--- src/rtl/lue_pkg.sv ---
package lue_pkg;

   // URL length limit: a URL that would reach this length rejects the line
   localparam int MAX_URL_LEN = 512;
   localparam int CNT_W       = $clog2(MAX_URL_LEN);
   localparam int LEN_W       = 9;

   localparam logic [CNT_W-1:0] URL_LAST_OK = CNT_W'(MAX_URL_LEN - 1);

   localparam logic [7:0] CH_SPACE  = 8'h20;
   localparam logic [7:0] CH_LBRACK = 8'h5B;
   localparam logic [7:0] CH_RBRACK = 8'h5D;
   localparam logic [7:0] CH_QUOTE  = 8'h22;

   // parse phases
   localparam logic [2:0] PH_SKIP_FIELDS   = 3'd0;
   localparam logic [2:0] PH_WANT_LBRACKET = 3'd1;
   localparam logic [2:0] PH_IN_DATE       = 3'd2;
   localparam logic [2:0] PH_SKIP_ONE      = 3'd3;
   localparam logic [2:0] PH_WANT_QUOTE    = 3'd4;
   localparam logic [2:0] PH_METHOD        = 3'd5;
   localparam logic [2:0] PH_URL           = 3'd6;
   localparam logic [2:0] PH_DONE          = 3'd7;

   // result kinds
   localparam logic [1:0] KIND_URL    = 2'd0;
   localparam logic [1:0] KIND_ACCEPT = 2'd1;
   localparam logic [1:0] KIND_REJECT = 2'd2;

   typedef struct packed {
      logic             hit;
      logic [1:0]       kind;
      logic [7:0]       chr;
      logic [LEN_W-1:0] len;
      logic             last;
   } result_type;

endpackage

--- src/rtl/log_line_url_extractor_top.sv ---
// Access-log URL extractor. Takes one byte of a common-log-format line per
// item (req_line_end on the final byte) and returns the request URL bytes one
// per result item (kind URL), followed by a single verdict item: accepted
// with the URL length, or rejected on a format mismatch, an empty URL, a URL
// of MAX_URL_LEN bytes or more, or a line that ends before the URL's closing
// space. Bytes after the verdict give no result; each line end restarts the
// parser. Rate: one byte per clock cycle, sustained. Each byte is decoded by
// the parser's state logic in the cycle it is accepted and its result, if
// any, lands in a one-deep output register on the next edge; the input is
// stalled only while that register holds a result the consumer has not
// taken.
module log_line_url_extractor_top (
   input  logic       clock,
   input  logic       reset,
   input  logic       req_valid,
   output logic       req_ready,
   input  logic [7:0] req_line_byte,
   input  logic       req_line_end,
   output logic       rsp_valid,
   input  logic       rsp_ready,
   output logic [1:0] rsp_result_kind,
   output logic [7:0] rsp_url_char,
   output logic [8:0] rsp_url_length,
   output logic       rsp_verdict_last
);

   lue_pkg::result_type result;
   logic                item_fire;

   // output slot is free, or is being emptied this cycle
   assign req_ready = !rsp_valid || rsp_ready;
   assign item_fire = req_valid && req_ready;

   lue_parser u_parser (
      .clock     (clock),
      .reset     (reset),
      .item_fire (item_fire),
      .line_byte (req_line_byte),
      .line_end  (req_line_end),
      .result    (result)
   );

   lue_out_reg u_out (
      .clock     (clock),
      .reset     (reset),
      .load      (item_fire && result.hit),
      .result    (result),
      .out_valid (rsp_valid),
      .out_ready (rsp_ready),
      .out_kind  (rsp_result_kind),
      .out_chr   (rsp_url_char),
      .out_len   (rsp_url_length),
      .out_last  (rsp_verdict_last)
   );

endmodule

--- src/rtl/lue_parser.sv ---
module lue_parser (
   input  logic                clock,
   input  logic                reset,
   input  logic                item_fire,
   input  logic [7:0]          line_byte,
   input  logic                line_end,
   output lue_pkg::result_type result
);

   logic [2:0]               phase_ff, phase_in;
   logic [1:0]               spaces_ff, spaces_in;
   logic [lue_pkg::CNT_W-1:0] count_ff, count_in;

   logic       decided;
   logic       emit_url;
   logic [1:0] kind;

   always_comb begin
      phase_in  = phase_ff;
      spaces_in = spaces_ff;
      count_in  = count_ff;
      decided   = 1'b0;
      emit_url  = 1'b0;
      kind      = lue_pkg::KIND_REJECT;

      case (phase_ff)
         lue_pkg::PH_SKIP_FIELDS: begin
            if (line_byte == lue_pkg::CH_SPACE) begin
               spaces_in = spaces_ff + 2'd1;
               if (spaces_ff == 2'd2) begin
                  phase_in = lue_pkg::PH_WANT_LBRACKET;
               end
            end
         end
         lue_pkg::PH_WANT_LBRACKET: begin
            if (line_byte == lue_pkg::CH_LBRACK) begin
               phase_in = lue_pkg::PH_IN_DATE;
            end else begin
               decided = 1'b1;
            end
         end
         lue_pkg::PH_IN_DATE: begin
            if (line_byte == lue_pkg::CH_RBRACK) begin
               phase_in = lue_pkg::PH_SKIP_ONE;
            end
         end
         lue_pkg::PH_SKIP_ONE: begin
            phase_in = lue_pkg::PH_WANT_QUOTE;
         end
         lue_pkg::PH_WANT_QUOTE: begin
            if (line_byte == lue_pkg::CH_QUOTE) begin
               phase_in = lue_pkg::PH_METHOD;
            end else begin
               decided = 1'b1;
            end
         end
         lue_pkg::PH_METHOD: begin
            if (line_byte == lue_pkg::CH_SPACE) begin
               phase_in = lue_pkg::PH_URL;
            end
         end
         lue_pkg::PH_URL: begin
            if (line_byte == lue_pkg::CH_SPACE) begin
               decided = 1'b1;
               kind    = (count_ff == '0) ? lue_pkg::KIND_REJECT : lue_pkg::KIND_ACCEPT;
            end else if (line_end || count_ff >= lue_pkg::URL_LAST_OK) begin
               decided = 1'b1;
            end else begin
               count_in = count_ff + 1'b1;
               emit_url = 1'b1;
            end
         end
         default: begin
            // verdict already given: rest of line is ignored
         end
      endcase

      // early line end rejects, unless this byte already decided
      if (phase_ff != lue_pkg::PH_DONE && !decided && line_end) begin
         decided  = 1'b1;
         emit_url = 1'b0;
      end

      if (decided) begin
         phase_in = lue_pkg::PH_DONE;
      end

      if (line_end) begin
         phase_in  = lue_pkg::PH_SKIP_FIELDS;
         spaces_in = '0;
         count_in  = '0;
      end

      result.hit  = decided || emit_url;
      result.kind = emit_url ? lue_pkg::KIND_URL : kind;
      result.chr  = emit_url ? line_byte : 8'd0;
      result.len  = (decided && kind == lue_pkg::KIND_ACCEPT)
                    ? lue_pkg::LEN_W'(count_ff) : '0;
      result.last = decided;
   end

   always_ff @(posedge clock) begin
      if (reset) begin
         phase_ff  <= lue_pkg::PH_SKIP_FIELDS;
         spaces_ff <= '0;
         count_ff  <= '0;
      end else if (item_fire) begin
         phase_ff  <= phase_in;
         spaces_ff <= spaces_in;
         count_ff  <= count_in;
      end
   end

endmodule

--- src/rtl/lue_out_reg.sv ---
module lue_out_reg (
   input  logic                clock,
   input  logic                reset,
   input  logic                load,
   input  lue_pkg::result_type result,
   output logic                out_valid,
   input  logic                out_ready,
   output logic [1:0]          out_kind,
   output logic [7:0]          out_chr,
   output logic [lue_pkg::LEN_W-1:0] out_len,
   output logic                out_last
);

   logic                valid_ff;
   lue_pkg::result_type data_ff;

   always_ff @(posedge clock) begin
      if (reset) begin
         valid_ff <= 1'b0;
      end else if (load) begin
         valid_ff <= 1'b1;
      end else if (out_ready) begin
         valid_ff <= 1'b0;
      end
   end

   always_ff @(posedge clock) begin
      if (load) begin
         data_ff <= result;
      end
   end

   assign out_valid = valid_ff;
   assign out_kind  = data_ff.kind;
   assign out_chr   = data_ff.chr;
   assign out_len   = data_ff.len;
   assign out_last  = data_ff.last;

endmodule

--- config.mk ---
export PLATFORM = sky130hd
export DESIGN_NAME = log_line_url_extractor_top
export DESIGN_NICKNAME = d
export VERILOG_FILES = /design/src/rtl/lue_pkg.sv /design/src/rtl/log_line_url_extractor_top.sv /design/src/rtl/lue_parser.sv /design/src/rtl/lue_out_reg.sv
export SDC_FILE = /design/constraint.sdc
export NUM_CORES = 1
export LEC_CHECK = 0
export ABC_AREA = 0
export BUFFER_PORTS_ARGS = -buffer_cell sky130_fd_sc_hd__buf_2
export CORE_MARGIN = 5
export CORE_UTILIZATION = 43
export CTS_CLUSTER_SIZE = 25
export DETAILED_ROUTE_END_ITERATION = 10
export GPL_TIMING_DRIVEN = 0
export HOLD_SLACK_MARGIN = 0.06
export PLACE_DENSITY_LB_ADDON = 0.15
export SETUP_SLACK_MARGIN = 0.3
export SYNTH_ARGS = -nofsm -noshare
export SYNTH_HDL_FRONTEND = slang
export SYNTH_SLANG_ARGS = --single-unit
export TNS_END_PERCENT = 50
--- constraint.sdc ---
create_clock -name clock -period 1.9 [get_ports clock]
set_input_delay 0.095 -clock clock [delete_from_list [all_inputs] [get_ports clock]]
set_output_delay 0.095 -clock clock [all_outputs]
set_load 0.1 [all_outputs]
# Yosys cells after proc, flatten, opt, wreduce, memory -nomap -nowiden
# Cells that the tools add are included.
[classes]
n_addsub = 2
eq_ne = 21
reduce_logical = 20
magnitude_cmp = 1
muxes = 31
[ops]
columns = ["cell", "n"]
rows = [
  ["9-bit two-way mux", 4],
  ["3-bit two-way mux", 8],
  ["4-bit by 2-bit != test with 1-bit output (second input constant)", 6],
  ["3-bit case mux with 6 select lines", 1],
  ["8-bit by 6-bit equality test with 1-bit output (second input constant)", 2],
  ["8-bit by 7-bit equality test with 1-bit output (second input constant)", 2],
  ["2-bit two-way mux", 6],
  ["1-bit two-way mux", 11],
  ["9-bit by 1-bit adder with 9-bit output (second input constant)", 1],
  ["3-bit equality test (second input constant)", 3],
  ["9-bit >= comparator (second input constant)", 1],
  ["9-bit zero test", 1],
  ["8-bit AND reduction", 1],
  ["2-bit nonzero test", 4],
  ["8-bit nonzero test", 1],
  ["3-bit by 2-bit equality test with 1-bit output (second input constant)", 2],
  ["1-bit logical AND", 5],
  ["2-bit != test (second input constant)", 2],
  ["4-bit AND reduction", 1],
  ["3-bit by 1-bit equality test with 1-bit output (second input constant)", 1],
  ["3-bit zero test", 1],
  ["1-bit logical OR", 3],
  ["3-bit != test (second input constant)", 1],
  ["1-bit case mux with 3 select lines", 1],
  ["5 further kinds", 6],
]
[word_totals]
register_bits = 35
word_cells = 83
inputBits = 13
output_inout_bits = 22

# Longest topological paths before layout
[logic_depth]
ltp_word = 12
mapped_depth = 9
ltp_nobuf = 9

# Modules after synthesis
# Synthesis repeated with hierarchy kept, for this count alone.
[unflattened]
hier_cells = 183
area_unflattened_um2 = 1864.3
[by_module_without_submodules]
columns = ["mod", "n_inst", "cells_per_inst", "seq_area_each_um2", "area_per_inst_um2"]
rows = [
  ["lue_parser", 1, 156, 280.3, 1198.6],
  ["lue_out_reg", 1, 24, 620.6, 639.4],
  ["log_line_url_extractor_top", 1, 3, 0.0, 26.3],
]

# Worst setup path after synthesis
# Ideal clock, no wire load.
[synth_timing]
path_kind = "register -> register"
from = "register u_out.valid_ff, in the netlist u_out.out_valid"
to = "register u_out.data_ff (netlist bit u_out.out_chr[0]) (enable)"
arrival_ns = 2.754
stages_incl_launch_ff = 6
slack_ns = -1.192
n_path_buf = 1
setup_time_ns = 0.339
period_less_slack_ns = 3.092
required_ns = 1.561
cell_sequence = "dfxtp_1 -> nand2b_1 -> and2_1 -> buf_2 -> o31ai_1 -> inv_1"
[synth_between]
elab_chain_cells = 4
[synth_lines]
columns = ["item", "line_no", "text"]
rows = [
  ["start: declaration", "lue_out_reg.sv:14", "logic valid_ff;"],
  ["start signal: assignment", "lue_out_reg.sv:19", "valid_ff <= 1'b0;"],
  ["start signal: assignment", "lue_out_reg.sv:21", "valid_ff <= 1'b1;"],
  ["start signal: assignment", "lue_out_reg.sv:23", "valid_ff <= 1'b0;"],
  ["1-bit zero test", "log_line_url_extractor_top.sv:31", "assign req_ready = !rsp_valid || rsp_ready;"],
  ["1-bit logical OR", "log_line_url_extractor_top.sv:31", ""],
  ["net req_ready", "log_line_url_extractor_top.sv:16", "output logic req_ready,"],
  ["1-bit logical AND", "log_line_url_extractor_top.sv:32", "assign item_fire = req_valid && req_ready;"],
  ["1-bit logical AND", "log_line_url_extractor_top.sv:46", ".load (item_fire && result.hit),"],
  ["net u_out.load", "lue_out_reg.sv:4", "input logic load,"],
  ["end signal: assignment", "lue_out_reg.sv:29", "data_ff <= result;"],
  ["end: declaration", "lue_out_reg.sv:15", "lue_pkg::result_type data_ff;"],
]
# The timed path passes the listed nets, and every way through them passes these cells.
# A chain may end at the register's enable or synchronous reset.

# Worst setup path after layout
[layout_timing]
from = "register u_parser.count_ff[1] (netlist name)"
to = "register u_out.data_ff (netlist bit u_out.out_last) (data pin)"
[layout_between]
elab_chain_cells = 9
[layout_lines]
columns = ["item", "line_no", "text"]
rows = [
  ["start: declaration", "lue_parser.sv:12", "logic [lue_pkg::CNT_W-1:0] count_ff, count_in;"],
  ["start signal: assignment", "lue_parser.sv:110", "count_ff <= count_in;"],
  ["9-bit >= comparator (*)", "lue_parser.sv:66", "end else if (line_end || count_ff >= lue_pkg::URL_LAST_OK) begin"],
  ["1-bit logical OR (*)", "lue_parser.sv:66", ""],
  ["1-bit two-way mux (*)", "lue_parser.sv:66", ""],
  ["1-bit two-way mux (*)", "lue_parser.sv:63", "if (line_byte == lue_pkg::CH_SPACE) begin"],
  ["1-bit case mux with 3 select lines (*)", "lue_parser.sv:26", "case (phase_ff)"],
  ["1-bit zero test", "lue_parser.sv:79", "if (phase_ff != lue_pkg::PH_DONE && !decided && line_end) begin"],
  ["1-bit logical AND (2 in series)", "lue_parser.sv:79", ""],
  ["1-bit two-way mux (*)", "lue_parser.sv:79", ""],
  ["net u_parser.decided", "lue_parser.sv:14", "logic decided;"],
]
# The timed path passes the listed nets; every way through them passes the cells marked *.

==> summary.md <==
| Metric | Value |
|---|---|
| Core ar. | `4030 sq um` |
| Post-DR wirelength/cell | `15.9 um` |
| Hold-fix buffers at CTS | `0` |
| Inserted Clock Buffers | `5` |
| Nature of the critical path startpoint | `flip-flop` |
| Synth Warn # | `0` |
| CTS tree | `built` |
| Synth cell types | `46` |
| Achievable Freq | `about 510 MHz` |
| PD cells | `between 700 and 800 nW/um^2` |
| Post-DP Area | `2150 sq um` |
| GP Congestion | `just under 0.9` |
| Worst min-delay path class | `in2reg` |
| Status | `finished with violations` |
| Ports | `35` |
| Max-slew headroom | `52.7%` |
| DRT Pass-1 Iters | `5` |
| Sequential share of the synthesized area | `a little under 50%` |
| Synthesized instance count | `around 180` |
| Leak Pwr | `0.990 nW` |
| Synth Area per Inst | `9.95 sq um` |
| Synth area leaders | `edfxtp_1 33%, dfxtp_1 17%, and2_1 6.6%, nor2_1 4.4%, ha_1 2.8%` |
| Grt ovf | `0` |
| Antenna Nets Post-Route | `0` |
| Tmin final | `between 1.5 and 2 ns` |
| Setup crit end kind | `flip-flop` |
| Root buffer cell | `clkbuf_8` |
| Maximum VDD drop | `0.000282 V` |
| GR Util All Layers | `~16%` |
| Post-synth EDFFs | `20` |
| Initial Util | `roughly 45%` |
| PnR Total Power | `roughly 1.9 mW` |
| Via density | `5.64` |
| Final instance area | `roughly 2600 sq um` |
| Inst Count DP | `266` |
| Endpoints failing setup | `4` |
| Critical path arrival | `roughly 2.0 ns` |
| Ratio of cells with drive above 1 in the final layout | `47.9%` |
| Clk sinks | `35` |
| Clk buf depth | `2` |
| Vias in the first global route | `1501` |
| Fill cell total of the finished layout | `326` |
| Worst Setup Path Type | `reg2reg` |
| Count leader, synth | `nor2_1` |
| Largest net degree at the start of global routing | `21` |
| Htree depth | `2` |
| Final worst setup slack | `-0.0519 ns` |
| RSZ-0062 raised after global routing | `yes` |
| # DRC | `0` |
| Crit share post-route | `103%` |
| Drt total wl | `4640 um` |
| Mapped Nets | `between 150 and 200` |
| Layout net count | `258` |
| Die X | `74.9 um` |
| Asr flop ratio synth | `0%` |
| Initial drt markers | `between 90 and 100` |
| Site row count | `23` |
| Flops & latches, synth | `35` |
| Data required, critical path | `1.95 ns` |
| Fin Setup TNS | `-0.129 ns` |
| Tightest Pin Transition | `between 0.7 and 0.8 ns` |
| Ys flop type | `edfxtp_1` |
| Die area | `5610 sq um` |
| Maximum capacitance violations | `0` |
| Initial antenna violation count | `0` |
| Non-filler cells, final | `292` |
| Skew-Pair Late Insertion Delay | `approximately 0.29 ns` |
| Vias | `1648` |
| Area Overhead vs Synth | `43.2%` |
| DP Wirelength | `2940 um` |
| Commonest cells post-synth | `21 x nor2_1, 20 x edfxtp_1, 19 x and2_1` |
| IO Port Bufs | `34` |
| Mapped Area | `1810 sq um` |
| CTS clk-pin slew, worst paths | `around 0.070 ns` |
| Largest area contributor in the netlist | `edfxtp_1` |
| Die Ht | `~75 um` |
| Synth top area share | `approximately 33%` |
| First-pass GRT wire length | `7070 um` |
| Fin. Hold Viols | `0` |
| Max FO, Critical Path | `5` |
| # diodes | `0` |
| Failing checks | `setup timing` |
| Max-slew violations | `0` |
| Clk_skew | `0.0105 ns` |
-- flip-flops by register name, summed over array words and instances (netlist names) --
register            flops
u_parser.count_ff       9
u_out.out_len           9
u_out.out_chr           8
u_parser.phase_ff       3
u_out.out_last          1
u_parser.spaces_ff      2
u_out.out_kind          2
u_out.out_valid         1
-- cell type report --
type | instances | area, sq um | area share (%)
Clock inverter | 3 | 43.8 | 1.69
Tap cell | 50 | 62.6 | 2.41
Sequential cell | 35 | 926 | 35.7
Clock buffer | 5 | 68.8 | 2.65
Multi-Input combinational cell | 132 | 1060 | 41.1
Timing Repair Buffer | 51 | 324 | 12.5
Buffer | 7 | 56.3 | 2.17
Inverter | 9 | 47.5 | 1.83
-- path summary, 6_finish.rpt --
path | cells after the start | end | slack, ns | from
hold / removal | 3 | u_out.out_valid$_SDFFE_PP0P_ | 0.09 | rsp_ready
setup / recovery | 9 | u_out.out_last$_DFFE_PP_ | -0.05 | u_parser.count_ff[1]$_SDFFE_PP0P_
hold reg to reg | 2 | u_out.out_valid$_SDFFE_PP0P_ | 0.52 | u_out.out_valid$_SDFFE_PP0P_
setup reg to reg | 9 | u_out.out_last$_DFFE_PP_ | -0.05 | u_parser.count_ff[1]$_SDFFE_PP0P_
-- what timing repair did --
action                                  CTS  global route
pin swaps                                13            20
endpoints found under the setup margin   53            54
setup buffers                            10             6
cloned                                    1             1
endpoints found under the hold margin     0             0
gates resized for setup                  40            17
-- cell usage in the layout (no fill, tap or decap), types with 3 or more instances in the layout --
cell / netlist / layout
buf_2: 2 / 32
edfxtp_1: 20 / 20
nor2_1: 21 / 19
buf_4: 0 / 16
and2_1: 19 / 11
and2_4: 0 / 8
clkbuf_8: 0 / 7
nand2_1: 8 / 7
a21oi_1: 7 / 6
inv_1: 8 / 5
a31oi_1: 5 / 5
xnor2_1: 5 / 5
nor3_1: 7 / 5
dfxtp_4: 0 / 5
dfxtp_2: 0 / 5
dfxtp_1: 15 / 5
buf_6: 0 / 4
nor4_1: 6 / 4
inv_2: 1 / 3
nand2b_4: 0 / 3
nor4b_2: 0 / 3
o21ai_0: 3 / 3
-- worst max-delay path, cell delays in order, from the launching register on --
cell and delay [ns]:
dfxtp_4 0.36, ha_4 0.17, nand2_4 0.06, nor3_2 0.04, ha_2 0.18, a21oi_4 0.17
nand3b_1 0.14, a221oi_4 0.37, buf_4 0.18, inv_2 0.02
-- per-stage QoR --
step	setup slack [ns]	util (%)	hold WS, ns
2_1_floorplan	0.0652	-	0.227
3_3_place_gp	-0.364	53.4	0.389
6_report	-0.0519	64.4	0.0873
4_1_cts	-0.000551	62.0	0.0942
3_5_place_dp	-0.344	53.4	0.401
5_1_grt	-0.127	64.4	0.106
-- kinds of logic after synthesis --
logic type	after synthesis	synth area share (%)
xor+xnor	5	2.42
fa+ha+maj	4	2.76
simple gates	87	27.3
compound gates	35	14.4
buf+inv	16	3.45
flops	35	49.7
-- routing by layer --
| layer | up-vias | share of wire [%] | GRT usage [%] |
|---|---|---|---|
| li1 | 798 | - | - |
| met1 | 759 | 41 | 20.9 |
| met2 | 77 | 48 | 27.3 |
| met3 | 14 | 8.6 | 3.74 |
| met4 | 0 | 2.1 | 5.14 |
| met5 | - | 0 | 0 |
-- where the power goes --
group	internal [mW]	total (mW)	switching, mW
registers	0.824	0.833	0.00856
logic	0.0924	0.399	0.306
clock network	0.390	0.672	0.281
Power figures use the tool's default switching activity.
